$ cat config.mk
export PLATFORM = sky130hd
export DESIGN_NAME = midi_clock_and_timecode_generator_core
export DESIGN_NICKNAME = d
export VERILOG_FILES = /design/src/rtl/mctg_pkg.sv /design/src/rtl/mctg_ctrl.sv /design/src/rtl/mctg_dp.sv /design/src/rtl/midi_clock_and_timecode_generator_core.sv
export VERILOG_INCLUDE_DIRS = /design/src /design/src/rtl
export SDC_FILE = /design/constraint.sdc
export NUM_CORES = 1
export LEC_CHECK = 0
export BUFFER_PORTS_ARGS = -buffer_cell sky130_fd_sc_hd__clkbuf_2
export CELL_PAD_IN_SITES_DETAIL_PLACEMENT = 1
export CELL_PAD_IN_SITES_GLOBAL_PLACEMENT = 2
export CORE_UTILIZATION = 42
export DETAILED_ROUTE_END_ITERATION = 12
export MAX_ROUTING_LAYER = met4
export PLACE_DENSITY = 0.83
export SYNTH_ARGS = -nofsm -noshare
export SYNTH_HDL_FRONTEND = slang
export SYNTH_SLANG_ARGS = --single-unit
export TNS_END_PERCENT = 100
$ cat constraint.sdc
create_clock -name clk -period 7.6 [get_ports clk]
set_input_delay 0 -clock clk [delete_from_list [all_inputs] [get_ports clk]]
set_output_delay 0 -clock clk [all_outputs]
set_load 0.05 [all_outputs]
$ cat src/rtl/midi_clock_and_timecode_generator_core_defines.svh
// Assertion macros shared by the MIDI clock and timecode generator RTL.
`ifndef MIDI_CLOCK_AND_TIMECODE_GENERATOR_CORE_DEFINES_SVH
`define MIDI_CLOCK_AND_TIMECODE_GENERATOR_CORE_DEFINES_SVH

`ifndef ASSERT_OFF

// Same-cycle property, checked out of reset
`define MCTG_ASSERT(lbl, ck, rn, prop) \
    lbl: assert property (@(posedge ck) disable iff (!rn) (prop)) \
        else $error("mctg assertion failed");

// Antecedent now, consequent on the next edge
`define MCTG_ASSERT_NEXT(lbl, ck, rn, ante, cons) \
    lbl: assert property (@(posedge ck) disable iff (!rn) (ante) |=> (cons)) \
        else $error("mctg assertion failed");

`else

`define MCTG_ASSERT(lbl, ck, rn, prop)
`define MCTG_ASSERT_NEXT(lbl, ck, rn, ante, cons)

`endif

`endif

$ cat src/rtl/mctg_pkg.sv
// Types, constants and message tables for the MIDI clock and timecode generator.
package mctg_pkg;

    // Frame position bits used by the modulo unit
    localparam int POSITION_BITS = 32;
    localparam int FIELD_POS_W   = 32;
    localparam int POS_W  = (POSITION_BITS < FIELD_POS_W) ? POSITION_BITS : FIELD_POS_W;
    localparam int STEP_W = $clog2(POS_W);

    // Configuration widths
    localparam int MODE_W = 2;
    localparam int FPC_W  = 16;
    localparam int RATE_W = 20;
    localparam int FPS_W  = 5;
    localparam int DIV_W  = RATE_W;
    localparam int CFG_W  = 20;
    localparam int CFG_IDX_W = 2;

    // Register indexes
    localparam logic [CFG_IDX_W-1:0] REG_SYNC_MODE = 2'd0;
    localparam logic [CFG_IDX_W-1:0] REG_FPC       = 2'd1;
    localparam logic [CFG_IDX_W-1:0] REG_TC_RATE   = 2'd2;
    localparam logic [CFG_IDX_W-1:0] REG_TC_FPS    = 2'd3;

    localparam logic [FPS_W-1:0] FPS_RESET = 5'd25;

    // Sync modes
    localparam logic [MODE_W-1:0] MODE_CLOCK = 2'd1;
    localparam logic [MODE_W-1:0] MODE_MTC   = 2'd2;

    // Actions
    localparam logic [1:0] ACT_TICK   = 2'd0;
    localparam logic [1:0] ACT_REWIND = 2'd1;
    localparam logic [1:0] ACT_START  = 2'd2;
    localparam logic [1:0] ACT_STOP   = 2'd3;

    // MIDI bytes
    localparam logic [7:0] ST_CLOCK   = 8'hF8;
    localparam logic [7:0] ST_QFRAME  = 8'hF1;
    localparam logic [7:0] ST_SYSEX   = 8'hF0;
    localparam logic [7:0] ST_EOX     = 8'hF7;
    localparam logic [7:0] ST_SONGPOS = 8'hF2;
    localparam logic [7:0] ST_START   = 8'hFA;
    localparam logic [7:0] ST_STOP    = 8'hFC;
    localparam logic [7:0] FULL_SUB1  = 8'h01;
    localparam logic [6:0] SYSEX_RT   = 7'h7F;
    localparam logic [6:0] FULL_SUB2  = 7'h01;

    localparam logic [5:0] SIXTY = 6'd60;

    // Message sets one item can produce
    typedef enum logic [2:0] {
        K_NONE, K_CLOCK, K_QF_LO, K_QF_HI, K_FULL, K_SPP, K_START, K_STOP
    } plan_t;

    typedef struct packed {
        logic [1:0]             action;
        logic [FIELD_POS_W-1:0] frame_position;
        logic                   clock_waiting;
    } evt_t;

    typedef struct packed {
        logic [7:0] status_byte;
        logic [6:0] data_one;
        logic [6:0] data_two;
        logic [1:0] data_count;
        logic       last_message;
    } msg_t;

    typedef struct packed {
        logic [4:0] frame;
        logic [5:0] second;
        logic [5:0] minute;
        logic [7:0] hour;
    } tc_t;

    // Controller to datapath
    typedef struct packed {
        logic load;
        logic div_step;
        logic commit;
        logic out_load;
    } dp_cmd_t;

    // Datapath to controller
    typedef struct packed {
        logic div_last;
        logic has_msgs;
        logic out_free;
        logic last_idx;
    } dp_status_t;

    function automatic logic [2:0] msg_count(input plan_t k);
        logic [2:0] n;
        case (k)
            K_CLOCK, K_SPP, K_STOP:    n = 3'd1;
            K_START:                   n = 3'd2;
            K_QF_LO, K_QF_HI, K_FULL:  n = 3'd4;
            default:                   n = 3'd0;
        endcase
        return n;
    endfunction

    // Message idx of set k; last_message is filled in by the caller
    function automatic msg_t build_msg(input plan_t k, input logic [1:0] idx, input tc_t tc);
        msg_t       m;
        logic [2:0] piece;
        logic [3:0] nib;
        m     = '0;
        piece = {(k == K_QF_HI), idx};
        case (piece)
            3'd0:    nib = tc.frame[3:0];
            3'd1:    nib = {3'b000, tc.frame[4]};
            3'd2:    nib = tc.second[3:0];
            3'd3:    nib = {2'b00, tc.second[5:4]};
            3'd4:    nib = tc.minute[3:0];
            3'd5:    nib = {2'b00, tc.minute[5:4]};
            3'd6:    nib = tc.hour[3:0];
            default: nib = tc.hour[7:4];
        endcase
        case (k)
            K_CLOCK: m.status_byte = ST_CLOCK;
            K_QF_LO, K_QF_HI:
            begin
                m.status_byte = ST_QFRAME;
                m.data_one    = {piece, nib};
                m.data_count  = 2'd1;
            end
            K_FULL:
            begin
                case (idx)
                    2'd0:
                    begin
                        m.status_byte = ST_SYSEX;
                        m.data_one    = SYSEX_RT;
                        m.data_count  = 2'd2;
                    end
                    2'd1:
                    begin
                        m.status_byte = FULL_SUB1;
                        m.data_one    = FULL_SUB2;
                        m.data_count  = 2'd2;
                    end
                    2'd2:    m.data_count  = 2'd2;
                    default: m.status_byte = ST_EOX;
                endcase
            end
            K_SPP:
            begin
                m.status_byte = ST_SONGPOS;
                m.data_count  = 2'd2;
            end
            K_START:
            begin
                if (idx == 2'd0)
                begin
                    m.status_byte = ST_START;
                end
                else
                begin
                    m.status_byte = ST_SONGPOS;
                    m.data_count  = 2'd2;
                end
            end
            K_STOP:  m.status_byte = ST_STOP;
            default: m = '0;
        endcase
        return m;
    endfunction

endpackage

$ cat src/rtl/mctg_ctrl.sv
// Sequencing controller: accept, modulo steps, plan, message send.
`include "midi_clock_and_timecode_generator_core_defines.svh"

module mctg_ctrl (
    input  logic                 clk,
    input  logic                 rst_n,
    input  logic                 evt_valid,
    output logic                 evt_stall,
    input  mctg_pkg::dp_status_t st,
    output mctg_pkg::dp_cmd_t    cmd
);

    typedef enum logic [3:0] {
        S_IDLE = 4'b0001,
        S_DIV  = 4'b0010,
        S_PLAN = 4'b0100,
        S_SEND = 4'b1000
    } state_t;

    state_t state_reg, state_next;

    // Next state
    always_comb
    begin
        state_next = state_reg;
        case (state_reg)
            S_IDLE: if (evt_valid) state_next = S_DIV;
            S_DIV:  if (st.div_last) state_next = S_PLAN;
            S_PLAN: state_next = st.has_msgs ? S_SEND : S_IDLE;
            S_SEND: if (st.out_free && st.last_idx) state_next = S_IDLE;
            default: state_next = S_IDLE;
        endcase
    end

    always_ff @(posedge clk or negedge rst_n)
    begin
        if (!rst_n)
            state_reg <= S_IDLE;
        else
            state_reg <= state_next;
    end

    // Commands
    assign evt_stall    = (state_reg != S_IDLE);
    assign cmd.load     = (state_reg == S_IDLE) && evt_valid;
    assign cmd.div_step = (state_reg == S_DIV);
    assign cmd.commit   = (state_reg == S_PLAN);
    assign cmd.out_load = (state_reg == S_SEND) && st.out_free;

    `MCTG_ASSERT_NEXT(a_accept_blocks, clk, rst_n, evt_valid && !evt_stall, evt_stall)
    `MCTG_ASSERT_NEXT(a_last_to_idle, clk, rst_n, cmd.out_load && st.last_idx, state_reg == S_IDLE)

endmodule

$ cat src/rtl/mctg_dp.sv
// Datapath: config registers, serial modulo unit, timecode counters, output word.
`include "midi_clock_and_timecode_generator_core_defines.svh"

module mctg_dp (
    input  logic                                 clk,
    input  logic                                 rst_n,
    input  mctg_pkg::evt_t                       evt,
    input  logic                                 cfg_we,
    input  logic [mctg_pkg::CFG_IDX_W-1:0]       cfg_index,
    input  logic [mctg_pkg::CFG_W-1:0]           cfg_data,
    input  mctg_pkg::dp_cmd_t                    cmd,
    output mctg_pkg::dp_status_t                 st,
    output logic                                 msg_valid,
    input  logic                                 msg_stall,
    output mctg_pkg::msg_t                       msg
);

    // Configuration
    logic [mctg_pkg::MODE_W-1:0] sync_mode_reg;
    logic [mctg_pkg::FPC_W-1:0]  fpc_reg;
    logic [mctg_pkg::RATE_W-1:0] rate_reg;
    logic [mctg_pkg::FPS_W-1:0]  fps_reg;

    // Item and modulo unit
    logic [1:0]                  action_reg;
    logic                        waiting_reg;
    logic [mctg_pkg::POS_W-1:0]  pos_reg, pos_next;
    logic [mctg_pkg::DIV_W-1:0]  rem_reg, rem_next;
    logic [mctg_pkg::STEP_W-1:0] step_reg;
    logic [mctg_pkg::DIV_W-1:0]  divisor;
    logic [mctg_pkg::DIV_W:0]    trial;

    // Timecode and message sequencing
    mctg_pkg::tc_t               tc_reg, tc_next, snap_reg, tc_adv;
    mctg_pkg::plan_t             plan_reg, plan_calc;
    logic [1:0]                  idx_reg;
    logic                        msg_valid_reg;
    mctg_pkg::msg_t              msg_reg, msg_next;
    logic                        clock_m, mtc_m, rem_zero, do_adv, do_clear;
    logic [4:0]                  frame_inc;
    logic [5:0]                  sec_inc, min_inc;
    logic [2:0]                  plan_len;

    // Config writes
    always_ff @(posedge clk or negedge rst_n)
    begin
        if (!rst_n)
        begin
            sync_mode_reg <= '0;
            fpc_reg       <= '0;
            rate_reg      <= '0;
            fps_reg       <= mctg_pkg::FPS_RESET;
        end
        else if (cfg_we)
        begin
            case (cfg_index)
                mctg_pkg::REG_SYNC_MODE: sync_mode_reg <= cfg_data[mctg_pkg::MODE_W-1:0];
                mctg_pkg::REG_FPC:       fpc_reg       <= cfg_data[mctg_pkg::FPC_W-1:0];
                mctg_pkg::REG_TC_RATE:   rate_reg      <= cfg_data[mctg_pkg::RATE_W-1:0];
                mctg_pkg::REG_TC_FPS:    fps_reg       <= cfg_data[mctg_pkg::FPS_W-1:0];
                default: ;
            endcase
        end
    end

    assign clock_m = (sync_mode_reg == mctg_pkg::MODE_CLOCK);
    assign mtc_m   = (sync_mode_reg == mctg_pkg::MODE_MTC);

    // Restoring modulo, one position bit per step, MSB first
    assign divisor = clock_m ? {{(mctg_pkg::DIV_W-mctg_pkg::FPC_W){1'b0}}, fpc_reg} : rate_reg;
    assign trial   = {rem_reg, pos_reg[mctg_pkg::POS_W-1]};

    always_comb
    begin
        if (trial >= {1'b0, divisor})
            rem_next = mctg_pkg::DIV_W'(trial - {1'b0, divisor});
        else
            rem_next = trial[mctg_pkg::DIV_W-1:0];
        pos_next = {pos_reg[mctg_pkg::POS_W-2:0], 1'b0};
    end

    always_ff @(posedge clk)
    begin
        if (cmd.load)
        begin
            action_reg  <= evt.action;
            waiting_reg <= evt.clock_waiting;
            pos_reg     <= evt.frame_position[mctg_pkg::POS_W-1:0];
            rem_reg     <= '0;
        end
        else if (cmd.div_step)
        begin
            pos_reg <= pos_next;
            rem_reg <= rem_next;
        end
    end

    always_ff @(posedge clk or negedge rst_n)
    begin
        if (!rst_n)
            step_reg <= '0;
        else if (cmd.load || st.div_last)
            step_reg <= '0;
        else if (cmd.div_step)
            step_reg <= step_reg + mctg_pkg::STEP_W'(1);
    end

    assign st.div_last = cmd.div_step && (step_reg == mctg_pkg::STEP_W'(mctg_pkg::POS_W - 1));
    assign rem_zero    = (rem_reg == '0);

    // Decide the message set and the counter update
    always_comb
    begin
        plan_calc = mctg_pkg::K_NONE;
        do_adv    = 1'b0;
        do_clear  = 1'b0;
        case (action_reg)
            mctg_pkg::ACT_TICK:
            begin
                if (!waiting_reg)
                begin
                    if (clock_m)
                    begin
                        if (fpc_reg != '0 && rem_zero)
                            plan_calc = mctg_pkg::K_CLOCK;
                    end
                    else if (mtc_m)
                    begin
                        if (rate_reg != '0 && rem_zero)
                        begin
                            plan_calc = tc_reg.frame[0] ? mctg_pkg::K_QF_HI : mctg_pkg::K_QF_LO;
                            do_adv    = 1'b1;
                        end
                    end
                end
            end
            mctg_pkg::ACT_REWIND:
            begin
                do_clear = 1'b1;
                if (mtc_m)
                    plan_calc = mctg_pkg::K_FULL;
                else if (clock_m)
                    plan_calc = mctg_pkg::K_SPP;
            end
            mctg_pkg::ACT_START: if (clock_m) plan_calc = mctg_pkg::K_START;
            mctg_pkg::ACT_STOP:  if (clock_m) plan_calc = mctg_pkg::K_STOP;
            default: plan_calc = mctg_pkg::K_NONE;
        endcase
    end

    // Timecode advance: frames roll at fps, seconds and minutes at 60
    always_comb
    begin
        frame_inc = tc_reg.frame + 5'd1;
        sec_inc   = tc_reg.second + 6'd1;
        min_inc   = tc_reg.minute + 6'd1;
        tc_adv    = tc_reg;
        tc_adv.frame = frame_inc;
        if (frame_inc >= fps_reg)
        begin
            tc_adv.frame  = '0;
            tc_adv.second = sec_inc;
            if (sec_inc >= mctg_pkg::SIXTY)
            begin
                tc_adv.second = '0;
                tc_adv.minute = min_inc;
                if (min_inc >= mctg_pkg::SIXTY)
                begin
                    tc_adv.minute = '0;
                    tc_adv.hour   = tc_reg.hour + 8'd1;
                end
            end
        end
        if (do_clear)
            tc_next = '0;
        else if (do_adv)
            tc_next = tc_adv;
        else
            tc_next = tc_reg;
    end

    assign plan_len    = mctg_pkg::msg_count(plan_reg);
    assign st.has_msgs = (mctg_pkg::msg_count(plan_calc) != 3'd0);
    assign st.last_idx = ({1'b0, idx_reg} == (plan_len - 3'd1));
    assign st.out_free = !msg_valid_reg || !msg_stall;

    // Counters and sequencing state
    always_ff @(posedge clk or negedge rst_n)
    begin
        if (!rst_n)
        begin
            tc_reg   <= '0;
            plan_reg <= mctg_pkg::K_NONE;
            idx_reg  <= '0;
        end
        else if (cmd.commit)
        begin
            tc_reg   <= tc_next;
            plan_reg <= plan_calc;
            idx_reg  <= '0;
        end
        else if (cmd.out_load)
        begin
            idx_reg <= idx_reg + 2'd1;
        end
    end

    // Nibbles come from the counts before the advance
    always_ff @(posedge clk)
    begin
        if (cmd.commit)
            snap_reg <= tc_reg;
    end

    // Output word register
    always_comb
    begin
        msg_next = mctg_pkg::build_msg(plan_reg, idx_reg, snap_reg);
        msg_next.last_message = st.last_idx;
    end

    always_ff @(posedge clk or negedge rst_n)
    begin
        if (!rst_n)
            msg_valid_reg <= 1'b0;
        else if (cmd.out_load)
            msg_valid_reg <= 1'b1;
        else if (!msg_stall)
            msg_valid_reg <= 1'b0;
    end

    always_ff @(posedge clk)
    begin
        if (cmd.out_load)
            msg_reg <= msg_next;
    end

    assign msg_valid = msg_valid_reg;
    assign msg       = msg_reg;

    `MCTG_ASSERT(a_no_overwrite, clk, rst_n, (msg_valid_reg && msg_stall) |-> !cmd.out_load)
    `MCTG_ASSERT(a_div_finished, clk, rst_n, cmd.commit |-> step_reg == '0)
    `MCTG_ASSERT_NEXT(a_tc_range, clk, rst_n, cmd.commit, tc_reg.second < mctg_pkg::SIXTY && tc_reg.minute < mctg_pkg::SIXTY)

endmodule

$ cat src/rtl/midi_clock_and_timecode_generator_core.sv
// A word's first message is registered after acceptance, the 32 modulo steps, the plan state and a send state.
// evt_stall holds off new words until the last message is loaded, or past the plan state if it sends nothing.
// The bit-serial modulo unit takes one frame position bit per cycle.
// Messages of one word leave at one per cycle while the output is not stalled.
// Reset (rst_n low, async): counters cleared, sync off, timecode fps 25, no message pending.
module midi_clock_and_timecode_generator_core (
    input  logic                           clk,
    input  logic                           rst_n,
    input  logic                           evt_valid,
    output logic                           evt_stall,
    input  mctg_pkg::evt_t                 evt,
    output logic                           msg_valid,
    input  logic                           msg_stall,
    output mctg_pkg::msg_t                 msg,
    input  logic                           cfg_we,
    input  logic [mctg_pkg::CFG_IDX_W-1:0] cfg_index,
    input  logic [mctg_pkg::CFG_W-1:0]     cfg_data
);

    mctg_pkg::dp_cmd_t    cmd;
    mctg_pkg::dp_status_t st;

    // Controller
    mctg_ctrl u_ctrl (
        .clk       (clk),
        .rst_n     (rst_n),
        .evt_valid (evt_valid),
        .evt_stall (evt_stall),
        .st        (st),
        .cmd       (cmd)
    );

    // Datapath
    mctg_dp u_dp (
        .clk       (clk),
        .rst_n     (rst_n),
        .evt       (evt),
        .cfg_we    (cfg_we),
        .cfg_index (cfg_index),
        .cfg_data  (cfg_data),
        .cmd       (cmd),
        .st        (st),
        .msg_valid (msg_valid),
        .msg_stall (msg_stall),
        .msg       (msg)
    );

endmodule
# Word level (Yosys, flattened, before mapping)
# Cells that the tools add are included.
classes:
  n_addsub: 8
  multipliers: 0
  div_mod_pow: 0
  n_lt_le_gt_ge: 4
  eq_ne: 41
  shift: 0
  n_mux: 48
  bitwise_logic: 0
  reduce_logical: 40
op_table:
  columns: ["operator", "count"]
  rows:
  - ["2-to-1 mux 25 bit", 3]
  - ["2-to-1 mux 32 bit", 2]
  - ["2-to-1 mux 20 bit", 3]
  - ["case mux 8 bit (6 select lines)", 1]
  - ["== test 3 bit, second input constant", 11]
  - ["case mux 4 bit (7 select lines)", 1]
  - ["case mux 7 bit (2 select lines)", 2]
  - ["2-to-1 mux 3 bit", 8]
  - ["case mux 8 bit (3 select lines)", 1]
  - ["greater-or-equal comparator 21 x 20 -> 1 bit", 1]
  - ["zero test 20 bit", 1]
  - ["2-to-1 mux 4 bit", 5]
  - ["nonzero test 20 bit", 1]
  - ["subtractor 20 bit", 1]
  - ["== test 3 x 2 -> 1 bit, second input constant", 6]
  - ["case mux 3 bit (3 select lines)", 2]
  - ["case mux 4 bit (4 select lines)", 1]
  - ["nonzero test 16 bit", 1]
  - ["OR reduction 3 bit", 5]
  - ["2-to-1 mux 14 bit", 1]
  - ["nonzero test 2 bit", 7]
  - ["adder 6 x 1 -> 6 bit, second input constant", 2]
  - ["== test 2 bit, second input constant", 6]
  - ["greater-or-equal comparator 6 bit, second input constant", 2]
  - ["other kinds (32)", 67]
word_totals:
  ff_bits: 181
  latchBits: 0
  ram_bits: 0
  romBits: 0
  inputBits: 62
  out_inout_bits: 27
  wordCells: 166
  memories: 0

# Depth between registers and ports, before layout
depth:
  word_depth: 13
  ltp_mapped: 15
  ltp_nobuf: 13

# Hierarchy
# Synthesis repeated with hierarchy kept, for this count alone.
unflattened:
  hier_cells: 824
  area_unflattened_um2: 9340.2
modules_own_cells:
  columns: ["module", "n_inst", "cells_each", "area_each_um2", "seq_area_each_um2"]
  rows:
  - ["mctg_dp", 1, 798, 9081.2, 4633.2]
  - ["mctg_ctrl", 1, 26, 259.0, 101.3]

# Least setup slack after synthesis
# No wires, ideal clock.
synth_timing:
  kind: "register -> register"
  start: "register u_dp.sync_mode_reg[1] (netlist name)"
  end: "register u_dp.rem_reg[11] (netlist name)"
  setup_time_ns: 0.130
  t_arrival_ns: 3.281
  required_ns: 7.470
  slack_ns: 4.189
  path_stages_with_launch: 16
  path_buffers: 3
  synth_period_minus_slack_ns: 3.411
  cell_sequence: "dfrtp_1 inv_1 ha_1 clkbuf_1 clkbuf_1 mux2i_1 ha_1 or2_2 o21ai_1 o21ai_0 a22oi_1 nand4_1 nand2_1 buf_2 mux2i_1 o21ai_0"
synth_via:
  elab_chain_cells: 4
  word_cells_on_any_way: 5
  cone_classes: "1 x add/sub; 1 x order compare; 1 x eq/ne; 2 x mux"
synth_lines:
  columns: ["element", "line", "rtl"]
  rows:
  - ["from (decl)", "mctg_dp.sv:19", "logic [mctg_pkg::MODE_W-1:0] sync_mode_reg;"]
  - ["from (signal assigned)", "mctg_dp.sv:57", "mctg_pkg::REG_SYNC_MODE: sync_mode_reg <= cfg_data[mctg_pkg::MODE_W-1:0];"]
  - ["== test 2 x 1 -> 1 bit (*)", "mctg_dp.sv:66", "assign clock_m = (sync_mode_reg == mctg_pkg::MODE_CLOCK);"]
  - ["2-to-1 mux 20 bit (*)", "mctg_dp.sv:70", "assign divisor = clock_m ? {{(mctg_pkg::DIV_W-mctg_pkg::FPC_W){1'b0}}, fpc_reg} : rate_reg;"]
  - ["subtractor 20 bit / greater-or-equal comparator 21 x 20 -> 1 bit (equally long branches)", "mctg_dp.sv:76, mctg_dp.sv:75", null]
  - ["2-to-1 mux 20 bit (*)", "mctg_dp.sv:75", "if (trial >= {1'b0, divisor})"]
  - ["to (signal assigned)", "mctg_dp.sv:94", "rem_reg <= rem_next;"]
  - ["to (decl)", "mctg_dp.sv:28", "logic [mctg_pkg::DIV_W-1:0] rem_reg, rem_next;"]
# Mark *: on every way between the ends. The rest lies on a longest branch, timed or not.
# A chain may end at the register's enable or synchronous reset.

# Worst setup path after layout
layout_timing:
  start: "register u_dp.sync_mode_reg[1] (netlist name)"
  end: "register u_dp.rem_reg[0] (netlist name)"
# Same word-level chain as after synthesis.

==> impl_metrics.py <==
metrics = {
    "status": {
        "status": "completed",
    },
    "route": {
        "wl_per_cell_um": 18.0,
        "drc_errors": 0,
        "drt_first_pass_iters": 4,
        "vias": 7035,
        "vias_per_cell": 5.46,
        "drt_iter0_drc": 325,
        "drt-total-wl_mm": 23.2,
        "detail-route-antenna-nets": 0,
    },
    "global_routing": {
        "grt_first_pass_wirelength_mm": 38.1,
        "grtUsageTotal_pct": 22.8,
        "grt_max_degree": 72,
        "antenna_found_initial": 0,
        "overflow": 0,
        "grt_pass1_vias": 7209,
    },
    "worst_hold_path": {
        "hp-class": "in2async",
    },
    "synth": {
        "avgSynthCellArea_sq_um": 10.5,
        "yosys-top-cells-area": "edfxtp_1 25%, dfrtp_1 22%, nand2_1 6.5%",
        "synth.distinct_cells": 67,
        "mappedNetlistArea_sq_um": 9100,
        "synth-edff-count": 75,
        "synth_top_cell_by_area": "edfxtp_1",
        "ys_seq_area_share_pct": 52.0,
        "synthArstFlopShare_pct": 46.6,
        "syn_inst": 864,
        "synth-warning-count": 0,
        "synth_ff_type": "dfrtp_1",
        "yosysTopAreaCellShare_pct": 24.7,
        "synth.ff_latch_count": 178,
    },
    "sta": {
        "clock_skew_ns": 0.0103,
        "rsz0062_at_grt": "false",
        "finalHoldViolations": 0,
        "worstMarginPinSlew_ns": 1.18,
        "slew_violations": 0,
        "setup_violations": 0,
        "relSlewSlack_pct": 21.0,
        "setup_tns_ns": 0,
        "clock.fmax_mhz": 244,
        "fin_crit_ns": 4.10,
        "whs_ns": 0.0686,
        "fin_crit_sh_pct": 54.0,
    },
    "final_layout": {
        "antennaDiodeCount": 0,
        "finalNetCount": 1101,
        "utilization_pct": 51.8,
        "drive_above_1_share_pct": 18.0,
        "nFillCells": 2336,
        "fin_cells": 1288,
        "area_delta_synth_final_pct": 20.4,
        "largest_reg_flops": 32,
    },
    "cts": {
        "cts_tree": "built",
        "cts_resized": 0,
        "clk_path_buf_depth": 2,
        "cts_made_buffers": 17,
        "clk_latency_ns": 0.43,
        "cts_max_level": 4,
        "cts.sink_count": 178,
        "cts_root_buf": "clkbuf_16",
        "clk_pin_slew_ns": 0.07,
    },
    "floorplanning": {
        "die_h_um": 149,
        "core_area_sq_um": 21200,
        "io_pins": 89,
        "num_rows": 53,
        "die_area_sq_um": 22300,
        "die_w_um": 149,
        "start_util_pct": 43.0,
    },
    "worst_setup_path": {
        "start_kind": "flip-flop",
        "crit_path_end_kind": "flip-flop",
        "cp.arrival_ns": 4.43,
        "r2r_setup_slack_ns": 3.50,
        "worstSetupPathType": "reg2reg",
        "worstPathRequired_ns": 7.92,
        "crit_fanout": 34,
    },
    "placement": {
        "io_buffers": 81,
        "dp_cells": 1195,
        "dpl.hpwl_mm": 16.1,
        "place.gp.congestion": 0.865,
    },
    "power_and_ir_drop": {
        "powerDensity_nw_per_um2": 319,
        "power.switching_mw": 1.34,
        "netSwitchingFraction_pct": 38.2,
        "comb_power_share_pct": 35.2,
        "clkPwrFrac_pct": 24.6,
        "power.leakage_nw": 4.71,
        "internal_power_mw": 2.16,
        "power_mw": 3.49,
        "seqPwrFrac_pct": 40.2,
        "peakVddDrop_uv": 144,
    },
    "job": {
        "maxCapViolations": 0,
    },
}
==> worst paths after layout <==
| path | endpoint | cells after the start | startpoint |
|---|---|---|---|
| setup / recovery | u_dp.rem_reg[0] | 13 | u_dp.sync_mode_reg[1] |
| hold / removal | u_dp.fps_reg[0] | 2 | rst_n |
| setup reg to reg | u_dp.rem_reg[0] | 13 | u_dp.sync_mode_reg[1] |
| hold reg to reg | u_dp.snap_reg[7] | 0 | u_dp.tc_reg[7] |
| max in group asynchronous | u_dp.plan_reg[2] | 3 | rst_n |
| min in group clk | u_dp.sync_mode_reg[1] | 4 | cfg_we |
==> cell usage after synthesis (all sizes together), types with 15 or more instances <==
cell type    n
inv         24
mux2i       22
buf         15
dfxtp       20
dfrtp       79
clkbuf      26
a21oi       34
edfxtp      75
ha          38
o21ai       55
nand3       30
nor2        37
nand2      158
mux2        46
==> cells by family (layout without fill, tap and decap cells) <==
family	after synthesis	count (layout)	share of synthesized area [%]
simple gates	314	314	16.4
flops	178	178	52.0
compound gates	174	174	12.6
mux	68	68	8.11
buf+inv	66	209	3.15
fa+ha+maj	39	39	5.44
xor+xnor	24	24	2.31
other cells	1	7	0.0412
==> power groups by stage <==
| stage | Clock [mW] | Sequential [mW] | Combinational [mW] |
|---|---|---|---|
| floorplan | 0 | 1.35 | 0.901 |
| global placement | 0 | 1.41 | 1.18 |
| detailed placement | 0 | 1.42 | 1.20 |
| CTS | 0.880 | 1.40 | 1.24 |
| global route | 0.912 | 1.43 | 1.38 |
| finish | 0.860 | 1.41 | 1.23 |
==> cells in the final DEF, fill, tap and decap left out, drive strengths merged, types with 6 or more instances in the layout <==
cell,count
a21o,8
a21oi,34
a221oi,7
a22o,6
a22oi,8
a31oi,8
and3,10
buf,11
clkbuf,97
clkinv,6
conb,7
dfrtp,79
dfxtp,20
dlygate4sd3,61
edfxtp,75
ha,38
inv,30
mux2,46
mux2i,22
nand2,158
nand2b,13
nand3,30
nand3b,7
nand4,12
nor2,37
nor2b,6
nor3,8
nor4,13
o21ai,55
o311ai,10
o31ai,7
xnor2,10
xor2,14
==> repair_timing <==
action	4_1_cts	5_1_grt
hold buffers	61	0
buffers inserted	0	0
endpoints found under the hold margin	92	0
endpoints found under the setup margin	0	0
==> through the flow <==
stage	cell area, sq um	setup WS (ns)
floorplan	9130	4.19
global placement	9770	3.71
detailed placement	9770	3.56
CTS	11000	3.54
global route	11000	3.12
finish	11000	3.50
==> worst max-delay path, stage by stage, from the launching register on <==
cell       delay [ns]
dfrtp_1          0.39
inv_1            0.10
ha_1             0.15
buf_4            0.35
mux2i_1          0.25
ha_1             0.31
a211o_1          0.31
o211ai_1         0.15
o2111ai_1        0.24
nand4b_1         0.20
nand4_1          0.11
nand2_1          0.88
mux2_2           0.43
o22ai_1          0.12
==> layer usage <==
metal	part of all wire, %	track usage [%]	up-vias	wire length (um)
met5	0	-	-	0
met1	46	28.6	3487	10600
met3	2.8	3.67	25	648
met4	1.3	6.22	0	292
met2	50	38.2	98	11700
li1	-	-	3425	-
==> cell type report <==
class / count / area [sq um] / share of cell area, %
Clock buffer: 17 / 425 / 3.88
Multi-Input combinational cell: 626 / 4120 / 37.6
Sequential cell: 178 / 4730 / 43.2
Tap cell: 275 / 344 / 3.14
Timing Repair Buffer: 152 / 1090 / 9.98
Clock inverter: 15 / 146 / 1.34
Inverter: 25 / 93.8 / 0.856
(Power assumes the default switching activity.)
